`src/rtl/pec_pkg.sv`:
```
// ----------------------------------------------------------------------------
// pec_pkg
// Shared widths, constants and register indexes of the power estimating
// proportional drive controller.
// ----------------------------------------------------------------------------
package pec_pkg;

  localparam int unsigned SAMPLE_W = 12;
  localparam int unsigned SETPOINT_W = 10;
  localparam int unsigned GAIN_W   = 8;
  localparam int unsigned POWER_W  = 10;
  localparam int unsigned LEVEL_W  = 12;
  localparam int unsigned CFG_IDX_W  = 3;
  localparam int unsigned CFG_DATA_W = 12;

  // The error magnitude is at most ten times the largest target.
  localparam int unsigned ERR_W  = 14;
  localparam int unsigned MUL_A_W = ERR_W;
  localparam int unsigned MUL_B_W = SAMPLE_W;
  localparam int unsigned PROD_W  = MUL_A_W + MUL_B_W;
  localparam int unsigned DVS_W   = 17;

  // Volts times 100, amps times 20, over 2000000 and then over 100 folds
  // into a single division of the raw product by 100000.
  localparam logic [DVS_W-1:0] POWER_DIVISOR = DVS_W'(100000);

  typedef enum logic [CFG_IDX_W-1:0] {
    REG_GAIN_NUM      = 3'd0,
    REG_GAIN_DEN      = 3'd1,
    REG_DAC_MAX       = 3'd2,
    REG_REM_LOW       = 3'd3,
    REG_REM_HIGH      = 3'd4,
    REG_CURRENT_LIMIT = 3'd5,
    REG_TEMP_LIMIT    = 3'd6,
    REG_BIPOLAR_MODE  = 3'd7
  } pec_reg_e;

  typedef enum logic {
    OP_CONTROL = 1'b0,
    OP_ZERO    = 1'b1
  } pec_op_e;

endpackage

```
`src/rtl/power_estimate_p_controller_unit.sv`:
```
// ----------------------------------------------------------------------------
// power_estimate_p_controller_unit
// Proportional drive controller that estimates power from one sample scan,
// steers the held drive level towards the target and clamps it.
//
//   channel   direction  handshake              contents
//   in        to block   in_valid_i/in_stall_o  op, five samples, target
//   out       from block out_valid_o/out_stall_i drive level, power, flags
//   cfg       to block   cfg_valid_i/cfg_ready_o register index and data
//
// A control request makes two passes, each through the serial multiplier and
// then the serial divider, the done of each unit starting the next, and then
// enters the finishing state, where its result is registered. A zero request
// goes straight to the finishing state. The input stays stalled until the
// result is registered, so the next request is accepted in the following
// cycle at the earliest.
// Reset clears the held level and loads the register reset values.
// A result waits in the output register while out_stall_i is high; the
// next request is accepted meanwhile, and the block holds its own result
// until the output register is free.
// ----------------------------------------------------------------------------
module power_estimate_p_controller_unit import pec_pkg::*; (
  input  logic                  clk_i,
  input  logic                  rst_ni,
  input  logic                  in_valid_i,
  output logic                  in_stall_o,
  input  logic                  op_i,
  input  logic [SAMPLE_W-1:0]   volt_sample_i,
  input  logic [SAMPLE_W-1:0]   current_a_sample_i,
  input  logic [SAMPLE_W-1:0]   current_b_sample_i,
  input  logic [SAMPLE_W-1:0]   rem_sample_i,
  input  logic [SAMPLE_W-1:0]   temp_sample_i,
  input  logic [SETPOINT_W-1:0] target_watts_i,
  output logic                  out_valid_o,
  input  logic                  out_stall_i,
  output logic [LEVEL_W-1:0]    drive_level_o,
  output logic [POWER_W-1:0]    power_dw_o,
  output logic                  rem_ok_o,
  output logic                  over_current_o,
  output logic                  over_temp_o,
  input  logic                  cfg_valid_i,
  output logic                  cfg_ready_o,
  input  logic [CFG_IDX_W-1:0]  cfg_index_i,
  input  logic [CFG_DATA_W-1:0] cfg_data_i
);

  typedef enum logic [2:0] {
    ST_IDLE,
    ST_MUL_P,
    ST_DIV_P,
    ST_MUL_G,
    ST_DIV_G,
    ST_FINISH
  } state_e;

  state_e state_q;

  logic [GAIN_W-1:0]   gain_num_q;
  logic [GAIN_W-1:0]   gain_den_q;
  logic [LEVEL_W-1:0]  dac_max_q;
  logic [SAMPLE_W-1:0] rem_low_q;
  logic [SAMPLE_W-1:0] rem_high_q;
  logic [SAMPLE_W-1:0] current_limit_q;
  logic [SAMPLE_W-1:0] temp_limit_q;
  logic                bipolar_mode_q;

  logic [LEVEL_W-1:0]  held_q;
  logic                op_q;
  logic [SETPOINT_W-1:0] target_q;
  logic [POWER_W-1:0]  power_q;
  logic                err_neg_q;
  logic                rem_ok_q;
  logic                over_current_q;
  logic                over_temp_q;

  logic                out_valid_q;
  logic [LEVEL_W-1:0]  out_level_q;
  logic [POWER_W-1:0]  out_power_q;
  logic                out_rem_ok_q;
  logic                out_over_current_q;
  logic                out_over_temp_q;

  logic                in_accept;
  logic                mul_start;
  logic [MUL_A_W-1:0]  mul_a;
  logic [MUL_B_W-1:0]  mul_b;
  logic                mul_done;
  logic [PROD_W-1:0]   mul_prod;
  logic                div_start;
  logic [DVS_W-1:0]    div_dvs;
  logic                div_done;
  logic [PROD_W-1:0]   div_quo;

  logic [POWER_W-1:0]  power_c;
  logic [ERR_W-1:0]    target_x10;
  logic                err_neg_c;
  logic [ERR_W-1:0]    err_mag_c;
  logic [PROD_W:0]     level_sum;
  logic [LEVEL_W-1:0]  level_dec;
  logic [LEVEL_W-1:0]  level_c;
  logic                out_free;

  assign in_accept   = in_valid_i && !in_stall_o;
  assign in_stall_o  = (state_q != ST_IDLE);
  assign cfg_ready_o = 1'b1;
  assign out_free    = !out_valid_q || !out_stall_i;

  always_ff @(posedge clk_i or negedge rst_ni) begin
    if (!rst_ni) begin
      gain_num_q      <= GAIN_W'(1);
      gain_den_q      <= GAIN_W'(1);
      dac_max_q       <= '1;
      rem_low_q       <= '0;
      rem_high_q      <= '1;
      current_limit_q <= '1;
      temp_limit_q    <= '1;
      bipolar_mode_q  <= 1'b0;
    end else if (cfg_valid_i && cfg_ready_o) begin
      unique case (pec_reg_e'(cfg_index_i))
        REG_GAIN_NUM:      gain_num_q      <= cfg_data_i[GAIN_W-1:0];
        REG_GAIN_DEN:      gain_den_q      <= cfg_data_i[GAIN_W-1:0];
        REG_DAC_MAX:       dac_max_q       <= cfg_data_i[LEVEL_W-1:0];
        REG_REM_LOW:       rem_low_q       <= cfg_data_i[SAMPLE_W-1:0];
        REG_REM_HIGH:      rem_high_q      <= cfg_data_i[SAMPLE_W-1:0];
        REG_CURRENT_LIMIT: current_limit_q <= cfg_data_i[SAMPLE_W-1:0];
        REG_TEMP_LIMIT:    temp_limit_q    <= cfg_data_i[SAMPLE_W-1:0];
        REG_BIPOLAR_MODE:  bipolar_mode_q  <= cfg_data_i[0];
        default: begin
        end
      endcase
    end
  end

  // Error against ten times the target, kept as sign and magnitude.
  assign power_c    = div_quo[POWER_W-1:0];
  assign target_x10 = (ERR_W'(target_q) << 3) + (ERR_W'(target_q) << 1);
  assign err_neg_c  = (ERR_W'(power_c) > target_x10);
  assign err_mag_c  = err_neg_c ? (ERR_W'(power_c) - target_x10)
                                : (target_x10 - ERR_W'(power_c));

  assign mul_start = (in_accept && (op_i == OP_CONTROL)) ||
                     ((state_q == ST_DIV_P) && div_done);
  assign mul_a     = (state_q == ST_IDLE) ? MUL_A_W'(volt_sample_i) : err_mag_c;
  assign mul_b     = (state_q == ST_IDLE) ? current_a_sample_i : MUL_B_W'(gain_num_q);

  assign div_start = ((state_q == ST_MUL_P) || (state_q == ST_MUL_G)) && mul_done;
  assign div_dvs   = (state_q == ST_MUL_P) ? POWER_DIVISOR :
                     ((gain_den_q == '0) ? DVS_W'(1) : DVS_W'(gain_den_q));

  pec_serial_mul #(
    .A_W (MUL_A_W),
    .B_W (MUL_B_W)
  ) u_mul (
    .clk_i   (clk_i),
    .rst_ni  (rst_ni),
    .start_i (mul_start),
    .a_i     (mul_a),
    .b_i     (mul_b),
    .done_o  (mul_done),
    .prod_o  (mul_prod)
  );

  pec_serial_div #(
    .N_W (PROD_W),
    .D_W (DVS_W)
  ) u_div (
    .clk_i   (clk_i),
    .rst_ni  (rst_ni),
    .start_i (div_start),
    .dvd_i   (mul_prod),
    .dvs_i   (div_dvs),
    .done_o  (div_done),
    .quo_o   (div_quo)
  );

  // Apply the step to the held level and clamp it to the drive range.
  assign level_sum = (PROD_W + 1)'(div_quo) + (PROD_W + 1)'(held_q);
  assign level_dec = held_q - div_quo[LEVEL_W-1:0];

  always_comb begin
    if (op_q == OP_ZERO) begin
      level_c = '0;
    end else if (err_neg_q) begin
      if (div_quo > PROD_W'(held_q)) begin
        level_c = '0;
      end else if (level_dec > dac_max_q) begin
        level_c = dac_max_q;
      end else begin
        level_c = level_dec;
      end
    end else if (level_sum > (PROD_W + 1)'(dac_max_q)) begin
      level_c = dac_max_q;
    end else begin
      level_c = level_sum[LEVEL_W-1:0];
    end
  end

  always_ff @(posedge clk_i or negedge rst_ni) begin
    if (!rst_ni) begin
      state_q            <= ST_IDLE;
      held_q             <= '0;
      op_q               <= 1'b0;
      target_q           <= '0;
      power_q            <= '0;
      err_neg_q          <= 1'b0;
      rem_ok_q           <= 1'b0;
      over_current_q     <= 1'b0;
      over_temp_q        <= 1'b0;
      out_valid_q        <= 1'b0;
      out_level_q        <= '0;
      out_power_q        <= '0;
      out_rem_ok_q       <= 1'b0;
      out_over_current_q <= 1'b0;
      out_over_temp_q    <= 1'b0;
    end else begin
      if (out_valid_q && !out_stall_i && (state_q != ST_FINISH)) begin
        out_valid_q <= 1'b0;
      end
      unique case (state_q)
        ST_IDLE: begin
          if (in_accept) begin
            op_q           <= op_i;
            target_q       <= target_watts_i;
            rem_ok_q       <= bipolar_mode_q ||
                              ((rem_sample_i >= rem_low_q) && (rem_sample_i <= rem_high_q));
            over_current_q <= (current_a_sample_i > current_limit_q) ||
                              (current_b_sample_i > current_limit_q);
            over_temp_q    <= (temp_sample_i > temp_limit_q);
            state_q        <= (op_i == OP_ZERO) ? ST_FINISH : ST_MUL_P;
          end
        end
        ST_MUL_P: begin
          if (mul_done) begin
            state_q <= ST_DIV_P;
          end
        end
        ST_DIV_P: begin
          if (div_done) begin
            power_q   <= power_c;
            err_neg_q <= err_neg_c;
            state_q   <= ST_MUL_G;
          end
        end
        ST_MUL_G: begin
          if (mul_done) begin
            state_q <= ST_DIV_G;
          end
        end
        ST_DIV_G: begin
          if (div_done) begin
            state_q <= ST_FINISH;
          end
        end
        ST_FINISH: begin
          if (out_free) begin
            held_q             <= level_c;
            out_valid_q        <= 1'b1;
            out_level_q        <= level_c;
            out_power_q        <= (op_q == OP_ZERO) ? '0 : power_q;
            out_rem_ok_q       <= rem_ok_q;
            out_over_current_q <= over_current_q;
            out_over_temp_q    <= over_temp_q;
            state_q            <= ST_IDLE;
          end
        end
        default: begin
          state_q <= ST_IDLE;
        end
      endcase
    end
  end

  assign out_valid_o    = out_valid_q;
  assign drive_level_o  = out_level_q;
  assign power_dw_o     = out_power_q;
  assign rem_ok_o       = out_rem_ok_q;
  assign over_current_o = out_over_current_q;
  assign over_temp_o    = out_over_temp_q;

endmodule

```
`src/rtl/pec_serial_mul.sv`:
```
// ----------------------------------------------------------------------------
// pec_serial_mul
// Shift and add multiplier that retires one multiplier bit per cycle.
// ----------------------------------------------------------------------------
module pec_serial_mul import pec_pkg::*; #(
  parameter int unsigned A_W = MUL_A_W,
  parameter int unsigned B_W = MUL_B_W
) (
  input  logic               clk_i,
  input  logic               rst_ni,
  input  logic               start_i,
  input  logic [A_W-1:0]     a_i,
  input  logic [B_W-1:0]     b_i,
  output logic               done_o,
  output logic [A_W+B_W-1:0] prod_o
);

  localparam int unsigned P_W   = A_W + B_W;
  localparam int unsigned CNT_W = (B_W > 1) ? $clog2(B_W) : 1;

  logic [P_W-1:0]   acc_q, acc_d;
  logic [P_W-1:0]   mcand_q, mcand_d;
  logic [B_W-1:0]   mplier_q, mplier_d;
  logic [CNT_W-1:0] cnt_q, cnt_d;
  logic             busy_q, busy_d;
  logic             done_q, done_d;

  always_comb begin
    acc_d    = acc_q;
    mcand_d  = mcand_q;
    mplier_d = mplier_q;
    cnt_d    = cnt_q;
    busy_d   = busy_q;
    done_d   = 1'b0;
    if (start_i) begin
      acc_d    = '0;
      mcand_d  = P_W'(a_i);
      mplier_d = b_i;
      cnt_d    = '0;
      busy_d   = 1'b1;
    end else if (busy_q) begin
      if (mplier_q[0]) begin
        acc_d = acc_q + mcand_q;
      end
      mcand_d  = mcand_q << 1;
      mplier_d = mplier_q >> 1;
      cnt_d    = cnt_q + 1'b1;
      if (cnt_q == CNT_W'(B_W - 1)) begin
        busy_d = 1'b0;
        done_d = 1'b1;
      end
    end
  end

  always_ff @(posedge clk_i or negedge rst_ni) begin
    if (!rst_ni) begin
      busy_q <= 1'b0;
      done_q <= 1'b0;
      cnt_q  <= '0;
    end else begin
      busy_q <= busy_d;
      done_q <= done_d;
      cnt_q  <= cnt_d;
    end
  end

  always_ff @(posedge clk_i) begin
    acc_q    <= acc_d;
    mcand_q  <= mcand_d;
    mplier_q <= mplier_d;
  end

  assign done_o = done_q;
  assign prod_o = acc_q;

endmodule

```
`src/rtl/pec_serial_div.sv`:
```
// ----------------------------------------------------------------------------
// pec_serial_div
// Restoring divider that develops one quotient bit per cycle.
// ----------------------------------------------------------------------------
module pec_serial_div import pec_pkg::*; #(
  parameter int unsigned N_W = PROD_W,
  parameter int unsigned D_W = DVS_W
) (
  input  logic           clk_i,
  input  logic           rst_ni,
  input  logic           start_i,
  input  logic [N_W-1:0] dvd_i,
  input  logic [D_W-1:0] dvs_i,
  output logic           done_o,
  output logic [N_W-1:0] quo_o
);

  localparam int unsigned CNT_W = (N_W > 1) ? $clog2(N_W) : 1;

  logic [D_W-1:0]   rem_q, rem_d;
  logic [N_W-1:0]   quo_q, quo_d;
  logic [D_W-1:0]   dvs_q, dvs_d;
  logic [CNT_W-1:0] cnt_q, cnt_d;
  logic             busy_q, busy_d;
  logic             done_q, done_d;
  logic [D_W:0]     rem_sh;
  logic [D_W:0]     rem_sub;
  logic             fits;

  assign rem_sh  = {rem_q, quo_q[N_W-1]};
  assign rem_sub = rem_sh - {1'b0, dvs_q};
  assign fits    = (rem_sh >= {1'b0, dvs_q});

  always_comb begin
    rem_d  = rem_q;
    quo_d  = quo_q;
    dvs_d  = dvs_q;
    cnt_d  = cnt_q;
    busy_d = busy_q;
    done_d = 1'b0;
    if (start_i) begin
      rem_d  = '0;
      quo_d  = dvd_i;
      dvs_d  = dvs_i;
      cnt_d  = '0;
      busy_d = 1'b1;
    end else if (busy_q) begin
      rem_d = fits ? rem_sub[D_W-1:0] : rem_sh[D_W-1:0];
      quo_d = {quo_q[N_W-2:0], fits};
      cnt_d = cnt_q + 1'b1;
      if (cnt_q == CNT_W'(N_W - 1)) begin
        busy_d = 1'b0;
        done_d = 1'b1;
      end
    end
  end

  always_ff @(posedge clk_i or negedge rst_ni) begin
    if (!rst_ni) begin
      busy_q <= 1'b0;
      done_q <= 1'b0;
      cnt_q  <= '0;
    end else begin
      busy_q <= busy_d;
      done_q <= done_d;
      cnt_q  <= cnt_d;
    end
  end

  always_ff @(posedge clk_i) begin
    rem_q <= rem_d;
    quo_q <= quo_d;
    dvs_q <= dvs_d;
  end

  assign done_o = done_q;
  assign quo_o  = quo_q;

endmodule

```
`config.mk`:
```
export PLATFORM = sky130hd
export DESIGN_NAME = power_estimate_p_controller_unit
export DESIGN_NICKNAME = d
export VERILOG_FILES = /design/src/rtl/pec_pkg.sv /design/src/rtl/power_estimate_p_controller_unit.sv /design/src/rtl/pec_serial_mul.sv /design/src/rtl/pec_serial_div.sv
export SDC_FILE = /design/constraint.sdc
export NUM_CORES = 1
export LEC_CHECK = 0
export BUFFER_PORTS_ARGS = -buffer_cell sky130_fd_sc_hd__buf_2
export CORE_MARGIN = 4
export CORE_UTILIZATION = 38
export CTS_BUF_LIST = sky130_fd_sc_hd__clkbuf_4
export CTS_CLUSTER_SIZE = 30
export DETAILED_ROUTE_END_ITERATION = 10
export GPL_ROUTABILITY_DRIVEN = 0
export PLACE_DENSITY_LB_ADDON = 0.05
export SLEW_MARGIN = 5
export SYNTH_ARGS = -nofsm -noshare
export SYNTH_HDL_FRONTEND = slang
export SYNTH_HIERARCHICAL = 1
export SYNTH_SLANG_ARGS = --single-unit
```
`constraint.sdc`:
```
create_clock -name clk_i -period 12.43 [get_ports clk_i]
set_input_delay 1.243 -clock clk_i [delete_from_list [all_inputs] [get_ports clk_i]]
set_output_delay 1.243 -clock clk_i [all_outputs]
set_load 0.02 [all_outputs]
```
==> impl_summary.md <==
Floorplan
After floorplanning, the core was sized to cover a little under 50,000 um^2. Once the floorplan was initialized, standard cells occupied about 39% of the core. The floorplan has 80 rows. From bottom edge to top edge, the die measures 229 um.

The die covers 52,600 um^2. The I/O pin total is approximately 120. The die is 229 um wide.

Setup path
In this run the worst path has a maximum fanout of 20. The logic depth of the worst setup path including buffers is 17. The worst setup path is launched from a flop. In this design, the stage delay of the slowest critical-path cell is 0.99 ns. The worst path buffer plus inverter count is 0. The arrival time of the worst setup path is 5.76 ns. The worst setup path is captured at a flop. The slowest stage of the critical path is the nor4b_4 cell. The flop-to-flop setup slack is ~7.2 ns. STA puts the critical path data required time at 12.99 ns.

The reg-to-reg critical path startpoint is target_q[2]. The signal on the critical path passes through ha_1 -> fa_1 -> a21oi_1 -> o21ai_0 -> a21oi_1 -> xnor2_1 -> ha_1 -> nand2_1 -> nor3_1 -> and2_1 -> o311a_1 -> nor4b_4 -> mux2i_1 -> a21oi_1 -> xnor2_1 -> a21oi_1 -> mux2_2. The worst setup path is of the reg -> reg kind. In this run the critical register-to-register path is captured at u_mul/mcand_q[11]. The most repeated library cell on the critical path is a21oi_1. The logic depth of the worst register-to-register path is 17. On the critical path the largest part of the delay comes from simple AND/OR/NAND/NOR gates.

Layout
The sequential cell area is 6840 um^2. The post-route netlist has 23.8% of its cells at a drive strength greater than 1. The synthesis-to-finish area growth is 12.3%.

The leading cell type in the layout, fill and taps excluded is ha_1. In the layout the commonest cells are ha_1 (193), nand2_1 (172), inv_1 (145). After filler insertion, the fill cell instance count of the layout stands at approximately 4,800. Cells fill 43.5% of the core in the end.

For this run, the post-layout net count is 2,383. The multi-input combinational cell area is around 11,000 um^2.

STA
The setup skew after layout is 0.0549 ns. Timing would allow up to 192 MHz. Setup violations remaining at the end of the flow were counted as 0. The hold violation count in the final report is 0. Setup repair after global routing left no endpoint under its margin. Summed over all failing endpoints, the final setup total negative slack is 0 ns. The max-slew headroom at the worst pin is 19.4%. For the pin with the worst max-slew slack, the measured transition is 1.20 ns. Setup slack on the critical path of the routed design comes to between 7 and 8 ns. The final-report max-slew violation count is 0. The final critical-path required period is 5.20 ns. The final clock period utilization by the worst path is a little over two fifths.

Placed design
Timing analysis after detailed placement gives a worst setup slack of roughly 7 ns. During placement, the flow inserted port buffers numbering 117. The HPWL after detailed placement is between 30,000 and 40,000 um.

Drt
The final layout contains routed wiring with a total length of 52,200 um. The via count is 14,800. The average routed wire per standard cell is approximately 19 um. The met2 wirelength from detailed routing is 23,700 um.

The number of vias per cell after detailed routing is 5.33. The pre-antenna-repair detailed-routing pass consisted of 5 iterations. After detailed routing, the number of remaining DRC violations is 0. Once detail routing completed, the nets flagged for antenna violations numbered 0. After detailed routing, the wire length on met1 is about 25,000 um. The uppermost metal layer occupied by signal nets is met4. After detailed routing, the met3 layer carries 2780 um of wire. The initial detailed-routing violation count is 830.

Min path
The classification of the worst-slack hold path is in -> async.

Global routing
The via count of the first global-routing pass was ~15,000. Summed over all layers, the global routing overflow is 0. The number of antenna violations at the first check in global routing is 1. Global routing used 19.6% of the available tracks across all layers.

The first global-routing pass estimated 82,700 um of wire. The largest net degree at the start of global routing is 86.

Power and ir drop
The net switching power of the design is 2.69 mW. VDD sags by at most between 100 and 150 uV. The proportion of power drawn by the clock network is 15.2%. The combinational group share of total power is between 50% and 60%.

The switching share of power is 45.5%. Dividing total power by cell area gives a power density of about 280 nW/um^2. The sequential group share of total power is 25.9%. The internal portion of the total power is 3.23 mW.

Summed over all cells, the static leakage comes to 9.41 nW.

Logic synthesis
The area of the mapped netlist is 18,600 um^2. Yosys mapped the design onto about 100 distinct sky130hd cell types. The async set-or-reset flop fraction in the synthesized netlist is 53.7%.

In this run, synthesis inferred 69 flip-flops with an integrated enable. The leading register cell type out of synthesis is dfrtp_1. During synthesis, Yosys emitted a total of 6 warnings. A synthesized cell averages roughly 9.6 um^2. For this run, the register share of the synthesized area comes to 36.8%.

The gate count after technology mapping is 1,946. Counting flops and latches in the post-synthesis netlist gives around 270.

Run status
The run finished with clean final reports.

CTS
Post-CTS timing repair inserted 0 buffers for setup. Post-CTS repair changed the size of 0 cells. In this run the number of H-tree levels came out at 3. The number of clock buffers inserted by TritonCTS is 82. After clock tree synthesis, the clock-pin slew on the worst setup and hold paths is 0.07 ns. The root buffer cell is clkbuf_4. The number of hold buffers added after cts is 0.

At the later pin of the worst-skew pair, clock insertion delay measures 0.81 ns. The maximum number of buffers from clock root to sink is 3. The TritonCTS clock tree is done. Counting every sink on the clock net gives 268.

Job
The number of maximum-capacitance violations is 0.
## power groups by stage
stage	registers [mW]	logic [mW]	clock network (mW)
after CTS	1.54	3.47	0.943
after detailed placement	1.55	3.45	0
final	1.53	3.48	0.897
after global routing	1.57	3.90	0.993
after global placement	1.55	3.42	0
after floorplan	1.44	2.70	0
## synthesized netlist by cell type, types with 8 or more instances
master    number  share of area [%]
nand3_1       14               0.38
xor2_1        25                1.2
nand2b_1      34                1.1
nor3_1        48                1.3
mux2i_1       37                2.0
edfxtp_1      69                 11
ha_1         193                 13
nor2_1       125                2.5
nand4_1       35                1.2
inv_1        145                2.9
a21o_1        46                1.9
mux2_2       137                8.3
and2_1        14               0.47
a21oi_1      130                3.5
buf_2         10               0.27
dfstp_2       50                7.1
nand2_1      172                3.5
nor3b_1        8               0.32
o21a_1        13               0.52
buf_1         14               0.28
clkbuf_1      41               0.83
and3_1        14               0.47
nor4_1        12               0.40
dfrtp_1       94                 13
o31ai_1       12               0.48
a31oi_1       11               0.37
dfxtp_1       55                5.9
nor2b_1       35                1.2
o21ai_1       11               0.30
o21ai_0      110                3.0
a211oi_1      25                1.0
xnor2_1       47                2.2
o21bai_1      10               0.40
## logic make-up after synthesis
logic type                 share of synthesized area [%]
AOI/OAI and AO/OA                                   16.4
buffers and inverters                               4.63
other                                             0.0404
muxes                                               10.4
and+or+nand+nor                                     14.7
adders and majority gates                           13.7
xor gates and xnor gates                            3.39
DFF                                                 36.8
## worst reg2reg max path: stages, from the launching register on
cell and delay (ns):
dfrtp_1 0.40, ha_1 0.23, fa_1 0.41, a21oi_1 0.24
o21ai_0 0.13, a21oi_1 0.18, xnor2_1 0.11, ha_1 0.41
nand2_1 0.13, nor3_1 0.30, and2_1 0.20, o311a_1 0.24
nor4b_4 0.99, mux2i_1 0.25, a21oi_1 0.23, xnor2_1 0.14
a21oi_1 0.08, mux2_2 0.28
## cell type report
class | instances | share of cell area, %
Sequential cell | 268 | 32.7
Clock inverter | 19 | 0.419
Clock buffer | 133 | 4.78
Tap cell | 615 | 3.68
Antenna cell | 1 | 0.0120
Timing Repair Buffer | 129 | 3.26
Multi-Input combinational cell | 1464 | 52.5
Inverter | 147 | 2.64
## per-stage QoR
| stage | hold WS [ns] | cell area (um^2) | instances | total power [mW] |
|---|---|---|---|---|
| finish | 0.478 | 20900 | 2776 | 5.91 |
| global route | 0.496 | 20900 | 2776 | 6.47 |
| floorplan | 0.439 | 18600 | 1950 | 4.14 |
| detailed placement | 0.469 | 19800 | 2623 | 5.00 |
| CTS | 0.445 | 20900 | 2775 | 5.95 |
| global placement | 0.467 | 19800 | 2623 | 4.97 |
## layer usage
layer | vias up | global-route usage [%]
met3 | 57 | 4.41
li1 | 7311 | -
met4 | 0 | 4.96
met1 | 7118 | 27.0
met2 | 304 | 31.3
met5 | - | 0
## worst max-delay path by stage
| stage | start | endpoint | slack [ns] |
|---|---|---|---|
| 2_1_floorplan | target_q[0] | u_mul/mcand_q[11] | 8.10 |
| 3_3_place_gp | target_q[0] | u_mul/mcand_q[11] | 7.27 |
| 3_5_place_dp | target_q[0] | u_mul/mcand_q[11] | 7.16 |
| 4_1_cts | target_q[0] | u_mul/mcand_q[11] | 7.19 |
| 5_1_grt | target_q[2] | u_mul/mcand_q[11] | 6.71 |
| 6_report | target_q[2] | u_mul/mcand_q[11] | 7.23 |
## state kept, by name, summed over array words and instances, names as in the netlist, 10 cells and up
| signal | cells |
|---|---|
| dac_max_q | 12 |
| temp_limit_q | 12 |
| u_mul/prod_o | 26 |
| u_div/rem_q | 17 |
| target_q | 10 |
| rem_low_q | 12 |
| u_div/quo_o | 26 |
| u_mul/mplier_q | 12 |
| drive_level_o | 12 |
| u_div/dvs_q | 17 |
| u_mul/mcand_q | 26 |
| rem_high_q | 12 |
| current_limit_q | 12 |
| power_q | 10 |
| power_dw_o | 10 |
Note: power is estimated with default switching activity, not from simulation.
